[config.mk]
export PLATFORM = sky130hd
export DESIGN_NAME = svsu_cell
export DESIGN_NICKNAME = d
export VERILOG_FILES = /design/src/hdl/svsu_pkg.sv /design/src/hdl/svsu_cell.sv
export SDC_FILE = /design/constraint.sdc
export NUM_CORES = 1
export LEC_CHECK = 0
export ABC_AREA = 1
export ABC_CLOCK_PERIOD_IN_PS = 7660
export BUFFER_PORTS_ARGS = -buffer_cell sky130_fd_sc_hd__buf_2
export CAP_MARGIN = 10
export CORE_MARGIN = 8
export CORE_UTILIZATION = 58
export DETAILED_ROUTE_END_ITERATION = 8
export HOLD_SLACK_MARGIN = 0.15
export PLACE_DENSITY_LB_ADDON = 0.08
export RECOVER_POWER = 25
export SLEW_MARGIN = 25
export SYNTH_ARGS = -nofsm -noshare
export SYNTH_HDL_FRONTEND = slang
export SYNTH_SLANG_ARGS = --single-unit
[constraint.sdc]
create_clock -name clock -period 7.66 [get_ports clock]
set_clock_uncertainty 0.05 [all_clocks]
set_input_delay 1.532 -clock clock [delete_from_list [all_inputs] [get_ports clock]]
set_output_delay 1.532 -clock clock [all_outputs]
set_load 0.1 [all_outputs]
[src/hdl/svsu_pkg.sv]
// shared types, request kinds and result codes for the sorted variant set
package svsu_pkg;

   localparam int POS_W  = 31;
   localparam int BASE_W = 4;
   localparam int IDX_W  = 8;
   localparam int ACT_W  = 3;
   localparam int KIND_W = 3;
   localparam int RSP_COUNT_W = 9;

   localparam logic [1:0] REQ_ADD   = 2'd0;
   localparam logic [1:0] REQ_READ  = 2'd1;
   localparam logic [1:0] REQ_CLEAR = 2'd2;

   localparam logic [ACT_W-1:0] ACT_INSERTED = 3'd0;
   localparam logic [ACT_W-1:0] ACT_UPDATED  = 3'd1;
   localparam logic [ACT_W-1:0] ACT_REMOVED  = 3'd2;
   localparam logic [ACT_W-1:0] ACT_DROPPED  = 3'd3;
   localparam logic [ACT_W-1:0] ACT_READ_OK  = 3'd4;
   localparam logic [ACT_W-1:0] ACT_CLEARED  = 3'd5;
   localparam logic [ACT_W-1:0] ACT_READ_OOR = 3'd6;

   localparam logic [KIND_W-1:0] KIND_NONE   = 3'd0;
   localparam logic [KIND_W-1:0] KIND_SEARCH = 3'd1;
   localparam logic [KIND_W-1:0] KIND_CARRY  = 3'd2;
   localparam logic [KIND_W-1:0] KIND_SHIFT  = 3'd3;
   localparam logic [KIND_W-1:0] KIND_READ   = 3'd4;
   localparam logic [KIND_W-1:0] KIND_DONE   = 3'd5;

   typedef struct packed {
      logic [POS_W-1:0]  pos;
      logic [BASE_W-1:0] par;
      logic [BASE_W-1:0] nb;
   } entry_type;

   typedef struct packed {
      logic [KIND_W-1:0] kind;
      logic [ACT_W-1:0]  act;
      entry_type         ent;
      logic [IDX_W-1:0]  idx;
   } token_type;

   function automatic token_type done_tok(input logic [ACT_W-1:0] act, input entry_type ent);
      token_type t;
      t.kind = KIND_DONE;
      t.act  = act;
      t.ent  = ent;
      t.idx  = '0;
      return t;
   endfunction

endpackage

[src/hdl/svsu_cell.sv]
// one cell of the sorted chain: holds one entry and works on the passing request token
module svsu_cell #(
   parameter int INDEX = 0,
   parameter int CNT_W = 9
) (
   input  logic                  clock,
   input  logic                  reset,
   input  logic [CNT_W-1:0]      count,
   input  logic                  full,
   input  svsu_pkg::token_type   prev_tok,
   input  svsu_pkg::entry_type   nbr_entry,
   output svsu_pkg::token_type   next_tok,
   output svsu_pkg::entry_type   entry
);

   localparam logic [CNT_W-1:0] MY_IDX   = CNT_W'(INDEX);
   localparam logic [CNT_W-1:0] NEXT_IDX = CNT_W'(INDEX + 1);

   svsu_pkg::entry_type entry_ff, entry_in;
   svsu_pkg::token_type tok_ff, tok_in;
   logic occ, occ_next;

   assign occ      = MY_IDX < count;
   assign occ_next = NEXT_IDX < count;

   always_comb begin
      entry_in = entry_ff;
      tok_in   = prev_tok;
      unique case (prev_tok.kind)
         svsu_pkg::KIND_NONE, svsu_pkg::KIND_DONE: begin
         end
         svsu_pkg::KIND_SEARCH: begin
            priority if (occ && (entry_ff.pos < prev_tok.ent.pos)) begin
               // last entry of a full store is still below: no room at the end
               if (full && !occ_next) begin
                  tok_in = svsu_pkg::done_tok(svsu_pkg::ACT_DROPPED, '0);
               end
            end else if (occ && (entry_ff.pos == prev_tok.ent.pos)) begin
               if (entry_ff.par != prev_tok.ent.nb) begin
                  entry_in.nb = prev_tok.ent.nb;
                  tok_in = svsu_pkg::done_tok(svsu_pkg::ACT_UPDATED, '0);
               end else begin
                  // reversal: close the gap from the right
                  entry_in = nbr_entry;
                  tok_in = svsu_pkg::done_tok(svsu_pkg::ACT_REMOVED, '0);
                  if (occ_next) begin
                     tok_in.kind = svsu_pkg::KIND_SHIFT;
                  end
               end
            end else if (full) begin
               tok_in = svsu_pkg::done_tok(svsu_pkg::ACT_DROPPED, '0);
            end else begin
               entry_in = prev_tok.ent;
               if (occ) begin
                  tok_in.kind = svsu_pkg::KIND_CARRY;
                  tok_in.act  = svsu_pkg::ACT_INSERTED;
                  tok_in.ent  = entry_ff;
               end else begin
                  tok_in = svsu_pkg::done_tok(svsu_pkg::ACT_INSERTED, '0);
               end
            end
         end
         svsu_pkg::KIND_CARRY: begin
            entry_in = prev_tok.ent;
            if (occ) begin
               tok_in.ent = entry_ff;
            end else begin
               tok_in = svsu_pkg::done_tok(svsu_pkg::ACT_INSERTED, '0);
            end
         end
         svsu_pkg::KIND_SHIFT: begin
            entry_in = nbr_entry;
            if (!occ_next) begin
               tok_in = svsu_pkg::done_tok(svsu_pkg::ACT_REMOVED, '0);
            end
         end
         svsu_pkg::KIND_READ: begin
            if (prev_tok.idx == '0) begin
               tok_in = svsu_pkg::done_tok(svsu_pkg::ACT_READ_OK, entry_ff);
            end else begin
               tok_in.idx = prev_tok.idx - 1'b1;
            end
         end
         default: begin
            tok_in.kind = svsu_pkg::KIND_NONE;
         end
      endcase
   end

   always_ff @(posedge clock) begin
      if (reset) begin
         tok_ff.kind <= svsu_pkg::KIND_NONE;
      end else begin
         tok_ff.kind <= tok_in.kind;
      end
   end

   always_ff @(posedge clock) begin
      tok_ff.act <= tok_in.act;
      tok_ff.ent <= tok_in.ent;
      tok_ff.idx <= tok_in.idx;
      entry_ff   <= entry_in;
   end

   assign next_tok = tok_ff;
   assign entry    = entry_ff;

endmodule

# Yosys cells after proc, flatten, opt, wreduce, memory -nomap -nowiden
# Index checks and enable logic that the tools add are counted.
[totals]
register_bits = 92
inputBits = 104
out_inout_bits = 92
elab_cells = 54
[classes]
addsub = 1
magnitude_cmp = 3
n_eq_ne = 10
n_mux = 21
reduce_logical = 10
[ops]
columns = ["op", "n"]
rows = [
  ["two-way mux 53 bit", 6],
  ["one-hot mux 50 bit (4 select lines)", 1],
  ["two-way mux 39 bit", 4],
  ["one-hot mux 39 bit (3 select lines)", 1],
  ["two-way mux 45 bit", 2],
  ["two-way mux 35 bit", 1],
  ["== test 31 bit", 1],
  ["< comparator 31 bit", 1],
  ["< comparator 1 x 9 -> 1 bit, first input constant", 2],
  ["two-way mux 8 bit", 2],
  ["one-hot mux 3 bit (5 select lines)", 1],
  ["zero test 8 bit", 1],
  ["subtractor 8 x 1 -> 8 bit, second input constant", 1],
  ["== test 3 x 2 -> 1 bit, second input constant", 2],
  ["== test 3 bit, second input constant", 2],
  ["two-way mux 6 bit", 1],
  ["!= test 3 bit, second input constant", 2],
  ["two-way mux 4 bit", 1],
  ["!= test 4 bit", 1],
  ["AND reduction 4 bit", 1],
  ["== test 3 x 1 -> 1 bit, second input constant", 1],
  ["logical AND 1 bit", 3],
  ["zero test 3 bit", 1],
  ["two-way mux 3 bit", 1],
  ["5 further kinds", 5],
]

# Depth between registers and ports, before layout
# Gate-level depths: netlist (run 1).
[depth]
ltp_word = 6
ltp_mapped = 16
mapped_depth_nobuf = 15

# Worst setup path after synthesis (run 1)
# No wires, ideal clock.
[synth_timing]
path_type = "input-to-reg"
from = "in prev_tok[46] (netlist name)"
to = "reg entry_ff (netlist bit entry[10]), enable pin"
t_arrival_ps = 4258
t_required_ps = 7183
path_slack_ps = 2925
cell_stages = 11
path_cell_list = "inv_1 > ha_1 > nand2_1 > nor2_1 > nand4_1 > nor2_1 > nand2_1 > nand2_4 > buf_2 > o21ai_0 > nor2_1"
[synth_via]
elab_chain_cells = 4
[synth_rtl]
columns = ["item", "line", "source"]
rows = [
  ["from (decl)", "svsu_cell.sv:10", "input svsu_pkg::token_type prev_tok,"],
  ["< comparator 31 bit or == test 31 bit (tied branches)", "svsu_cell.sv:33, svsu_cell.sv:38", ""],
  ["logical AND 1 bit, on equally long branches", "svsu_cell.sv:33, svsu_cell.sv:38", ""],
  ["!= test 2 bit (no line) or != test 3 bit (tied branches)", "-", ""],
  ["AND reduction 4 bit (no line) (*)", "-", ""],
  ["to (signal assigned)", "svsu_cell.sv:102", "entry_ff <= entry_in;"],
  ["to (decl)", "svsu_cell.sv:19", "svsu_pkg::entry_type entry_ff, entry_in;"],
]
# Every way passes the cells marked *; elsewhere a longest branch is shown, timed or not.
# A chain may end at the register's enable or synchronous reset.

# Final worst setup path (run 1)
[layout_timing]
from = "in prev_tok[46] (netlist name)"
to = "reg entry_ff (netlist bit entry[22]), enable pin"
# The elaborated chain is that of the path after synthesis.

==> results of run 1 <==
==> path summary, 6_finish.rpt <==
check                                     to  cells past startpoint
worst max-delay path               entry[22]                     13
worst min-delay path            next_tok[16]                      4
worst max register to register     entry[22]                     11
worst min register to register  next_tok[16]                      4
==> cell families (layout without fill, tap and decap cells) <==
family | after synthesis | count (layout) | share of synthesized area
AO/OA/AOI/OAI | 140 | 140 | 0.1060
buffers and inverters | 188 | 343 | 0.1140
flip-flops | 92 | 92 | 0.3167
multiplexers | 3 | 3 | 0.004261
adder cells (fa/ha/maj) | 32 | 32 | 0.05681
AND/OR/NAND/NOR | 592 | 592 | 0.3911
other | 0 | 2 | 0
XOR/XNOR | 9 | 9 | 0.01118
==> critical path, cell delays in order <==
cell and delay, ps:
buf_2 140, inv_1 90, ha_1 300, nand2_1 90
nor2_1 240, nand4_1 150, a21oi_1 190, nor2_2 40
buf_4 240, nand2_4 350, o21ai_0 210, nor2_4 560
buf_16 240
==> power breakdown <==
part / switching [uW] / internal [uW]
Clock: 188 / 236
Sequential: 26.2 / 569
Combinational: 599 / 138
Total: 814 / 943
==> final cells by class <==
type / instances / share of cell area
well taps: 147 / 0.02251
diodes: 2 / 0.0006127
repair buffers: 202 / 0.1199
clock buffers: 12 / 0.03140
clock inverters: 4 / 0.002757
flip-flops and latches: 92 / 0.2732
inverters: 125 / 0.05744
multi-input cells: 776 / 0.4921
==> through the flow <==
step,instances,util,setup slack (ps)
floorplan,1056,-,2925
global placement,1341,0.6627,2848
CTS,1358,0.6883,3325
finish,1360,0.6830,3268
detailed placement,1342,0.6650,2965
global route,1359,0.6827,3133
==> synthesized netlist by cell type, types with 2 or more instances <==
library cell / instances / area (um2)
nor3_1: 2 / 10.01
buf_6: 6 / 67.56
mux2i_1: 3 / 30.03
nor2_2: 2 / 12.51
nor2_8: 2 / 40.04
nor2_1: 33 / 123.9
nand2_1: 318 / 1194
nand3_1: 131 / 655.6
or2_2: 2 / 12.51
a22oi_1: 4 / 30.03
ha_1: 32 / 400.4
nor3_4: 2 / 32.53
a21oi_1: 16 / 80.08
nand4_1: 63 / 394.1
dfxtp_1: 53 / 1061
buf_2: 26 / 130.1
inv_1: 113 / 424.2
edfxtp_1: 39 / 1171
buf_4: 5 / 37.54
inv_2: 12 / 45.04
clkbuf_1: 25 / 93.84
a21o_1: 2 / 15.01
nor2_4: 8 / 90.09
nand2_2: 25 / 156.4
xor2_1: 8 / 70.07
o21ai_1: 34 / 170.2
o32ai_1: 4 / 35.03
o21ai_0: 75 / 375.4
==> metal layers <==
layer,global-route usage,part of all wire
met5,0,0
met4,0.1076,0.019
met3,0.06118,0.096
met2,0.4366,0.46
met1,0.3447,0.42
==> registers in the layout, summed over array words and instances, names as in the netlist <==
signal	cells
entry	39
next_tok	53
==> out/qor.yml, run 1 <==
drive_gt1_frac: 0.1800
synth_edf_count: 39
grt_pass1_vias: 7253
ys_async_sr_fraction: 0
p_total_uw: 1757
path_clk_slew_ps: 70
syn_area_um2: 7048
cts_num_sinks: 92
drt_pass1_iterations: 6
hold_buffers: 0
slew_viol_final: 0
rsz0062_at_grt: "false"
synth.distinct_cells: 39
port_buffers: 195
fmax_mhz: 227.7
startpoint_type: "primary input"
vias: 7767
crit_path_end_kind: "flop"
period_minus_slack_ps: 4392
timing.final.hold_violations: 0
hold_slack_ps: 563.6
grt_overflow: 0
die_width_um: 126.2
drt.antenna.violating_nets: 0
design.die.area_um2: 15940
tightest_slew_ps: 1235
cp.arrival_ps: 4400
avgSynthCellArea_um2: 6.674
crit_required_ps: 7670
design_area_um2: 8169
ioPinCount: 196
status: "finished clean"
htreeDepth: 3
cts_root_buffer: "clkbuf_16"
nNetsFinal: 1342
nFillCells: 1141
wl_um: 22220
powerDensity_nw_per_um2: 215.1
rows: 40
drt_iter0_markers: 1072
min_path_type: "reg2reg"
critical_path.startpoint: "prev_tok[46]"
final_cell_mix: "nand2_1, buf_2, nand3_1, inv_1, o21ai_0"
rr_startpoint: "entry[38]"
maxSlewHeadroom: 0.1800
min_period_over_period: 0.5734
yosys_warnings: 0
cts_setup_buffers: 0
tns_ps: 0
min_from: "entry[8]"
area_delta_synth_final_pct: 15.91
cts_tree: "built"
cts_buffers: 9
r2r_slack_ps: 4150
power.ir.vdd_worst_uv: 144.5
cts_resized: 0
crit_fanout: 35
synth_top_flop_cell: "dfxtp_1"
worstSetupPathType: "in2reg"
drc_errors: 0
grt_usage: 0.2710
wire_per_inst_um: 16.33
power.leakage_uw: 0.004071
setup_viol: 0
cap_violations: 0
multi_input_area_um2: 4020
vias_per_cell: 5.711
core_um2: 11960
grt_pass1_wl_um: 35540
die_h_um: 126.2
syn_inst: 1056
gp_congestion: 0.9208
synth-seq-area-share: 0.3167
seq_area_um2: 2232
grt_max_degree: 68
ys_ff_latch: 92
grt_antenna_before_repair: 1
ctsLongestPathBuffers: 2
hpwl_um: 15200
layout_commonest_cell: "nand2_1"
placed_area_um2: 7954
initial_utilization: 0.5892
postSynthNetCount: 1192
clock_latency_ps: 350
No activity file was read; power rests on OpenSTA's default activity.
==> inputs of run 2 (changes only) <==
--- a/config.mk
+++ b/config.mk
@@ -6,11 +6,11 @@
 export NUM_CORES = 1
 export LEC_CHECK = 0
 export ABC_AREA = 1
-export ABC_CLOCK_PERIOD_IN_PS = 7660
+export ABC_CLOCK_PERIOD_IN_PS = 4150
 export BUFFER_PORTS_ARGS = -buffer_cell sky130_fd_sc_hd__buf_2
 export CAP_MARGIN = 10
 export CORE_MARGIN = 8
-export CORE_UTILIZATION = 58
+export CORE_UTILIZATION = 54
 export DETAILED_ROUTE_END_ITERATION = 8
 export HOLD_SLACK_MARGIN = 0.15
 export PLACE_DENSITY_LB_ADDON = 0.08
==> constraint.sdc (replaced) <==
create_clock -name clock -period 4.15 [get_ports clock]
set_clock_uncertainty 0.05 [all_clocks]
set_input_delay 0.83 -clock clock [delete_from_list [all_inputs] [get_ports clock]]
set_output_delay 0.83 -clock clock [all_outputs]
set_load 0.1 [all_outputs]
==> run 2 against run 1 <==
Against the previous run:
- utilization fell by 3.2 points
- die area rose by 6.5%
- worst setup slack got worse by 2100 ps
- power rose by 86%
- non-clock buffer count rose by 9
- global-route usage rose by 0.45 points
- sequential cell count did not move
- critical path depth fell by 1
- clock power rose by 91%
- count of clock-buffer cells in the layout did not move
- hold slack got worse by 15 ps
- critical path type unchanged
==> out/qor.yml, run 2 (same netlist as run 1, synthesis figures left out) <==
initial_utilization: 0.5562  # was 0.5892
cts_num_sinks: 92  # unchanged
dp.cells: 1376  # was 1342
nNetsFinal: 1351  # was 1342
cts_buffers: 9  # unchanged
cts_tree: "built"  # unchanged
area_delta_synth_final_pct: 17.01  # was 15.91%
drive_gt1_frac: 0.1838  # was 0.1800
drt_pass1_iterations: 5  # was 6
drt_iter0_markers: 997  # was 1072
cts_root_buffer: "clkbuf_16"  # unchanged
worstSetupPathType: "in2reg"  # unchanged
min_path_type: "reg2reg"  # unchanged
crit_required_ps: 4090  # was 7670 ps
wl_um: 23130  # was 22220 um
grt_pass1_vias: 7632  # was 7253
cts_setup_buffers: 0  # unchanged
die_h_um: 130.2  # was 126.2 um
status: "finished clean"  # unchanged
critical_path.startpoint: "prev_tok[40]"  # was prev_tok[46]
rr_startpoint: "entry[32]"  # was entry[38]
path_clk_slew_ps: 60  # was 70 ps
gp_congestion: 0.9137  # was 0.9208
layout_commonest_cell: "nand2_1"  # unchanged
hold_buffers: 0  # unchanged
die_width_um: 130.2  # was 126.2 um
swShare: 0.4597  # was 0.4632
cp.arrival_ps: 2910  # was 4400 ps
setup_viol: 0  # unchanged
rows: 41  # was 40
slew_viol_final: 0  # unchanged
grt_max_degree: 64  # was 68
power.switching_uw: 1505  # was 814.0 uW
grt_overflow: 0  # unchanged
grt_pass1_wl_um: 37120  # was 35540 um
final_cell_mix: "nand2_1, buf_2, nand3_1, inv_1, o21ai_0"  # unchanged
vias: 7902  # was 7767
drc_errors: 0  # unchanged
cap_violations: 0  # unchanged
nFillCells: 1253  # was 1141
design.die.area_um2: 16960  # was 15940 um2
htreeDepth: 3  # unchanged
grt_antenna_before_repair: 2  # was 1
ioPinCount: 196  # unchanged
min_period_over_period: 0.7161
stdcell_count: 1394  # was 1360
timing.final.hold_violations: 0  # unchanged
cts_resized: 0  # unchanged
powerDensity_nw_per_um2: 397.0  # was 215.1 nW/um2
fmax_mhz: 336.5
ctsLongestPathBuffers: 2  # unchanged
startpoint_type: "primary input"  # unchanged
rsz0062_at_grt: "false"  # unchanged
drt.antenna.violating_nets: 0  # unchanged
p_int_uw: 1769  # was 943.4 uW
clock_latency_ps: 350  # about the same
core_um2: 12670  # was 11960 um2
seq_area_um2: 2232  # unchanged
crit_path_end_kind: "flop"  # unchanged
multi_input_area_um2: 4020  # unchanged
wire_per_inst_um: 16.59  # was 16.33 um
crit_fanout: 35  # unchanged
port_buffers: 195  # unchanged
power.ir.vdd_worst_uv: 264.5  # was 144.5 uV
period_minus_slack_ps: 2972
power.leakage_uw: 0.004109  # was 0.004071 uW
p_comb_frac: 0.417  # was 0.420
min_from: "entry[2]"  # was entry[8]
largest_reg_flops: 53  # unchanged
grt_usage: 0.2754  # was 0.2710
maxSlewHeadroom: 0.1620  # was 0.1800
clockPowerShare: 0.247  # was 0.242
vias_per_cell: 5.669  # was 5.711
hpwl_um: 15960  # was 15200 um
seqPwrFrac: 0.336  # was 0.339
tightest_slew_ps: 1262  # was 1235 ps
tns_ps: 0  # unchanged
## run 2: stage by stage
| step | util | setup slack (ps) | hold slack [ps] | area [um2] | total power [uW] |
|---|---|---|---|---|---|
| after floorplan | - | 552.9 | 849.1 | 7051 | 2214 |
| after global placement | 0.6339 | 895.8 | 520.7 | 8033 | 2481 |
| after detailed placement | 0.6339 | 856.0 | 526.1 | 8033 | 2491 |
| after CTS | 0.6557 | 1214 | 543.4 | 8308 | 3299 |
| after global routing | 0.6506 | 963.8 | 571.8 | 8244 | 3419 |
| final | 0.6508 | 1178 | 548.6 | 8247 | 3274 |
## run 2: final timing paths
kind | end | slack (ps) | depth (start not counted)
hold reg to reg | next_tok[10] | 550 | 2
setup / recovery | entry[37] | 1180 | 12
hold / removal | next_tok[10] | 550 | 2
setup reg to reg | entry[37] | 1340 | 10
## run 2: area by class of cell
class	count	share of cell area
multi-input combinational	776	0.4875
sequential	92	0.2707
timing repair buffer	211	0.1246
inverter	125	0.05690
clock buffer	12	0.02868
tap	172	0.02610
clock inverter	3	0.004703
antenna	3	0.0009103
## run 2: worst max-delay path: stages
cell and delay (ps):
buf_2 130, inv_1 60, ha_1 390, nand2_1 70, nor2_1 100, nand2_1 70
nor2_1 210, nand3_1 210, nand3_1 140, o21ai_0 140, nor2_4 100, buf_4 430
## run 2: power by group through the flow
stage          registers [uW]  logic [uW]  clock network [uW]
2_1_floorplan            1810         409                   0
6_report                 1100        1370                 810
4_1_cts                  1100        1380                 823
3_3_place_gp             1110        1370                   0
5_1_grt                  1110        1450                 856
3_5_place_dp             1110        1380                   0
## run 2: metal layers
layer / track usage / routed length [um]
met1: 0.3376 / 9629
met3: 0.06528 / 2372
met2: 0.4567 / 10520
met5: 0 / 0
met4: 0.1100 / 603
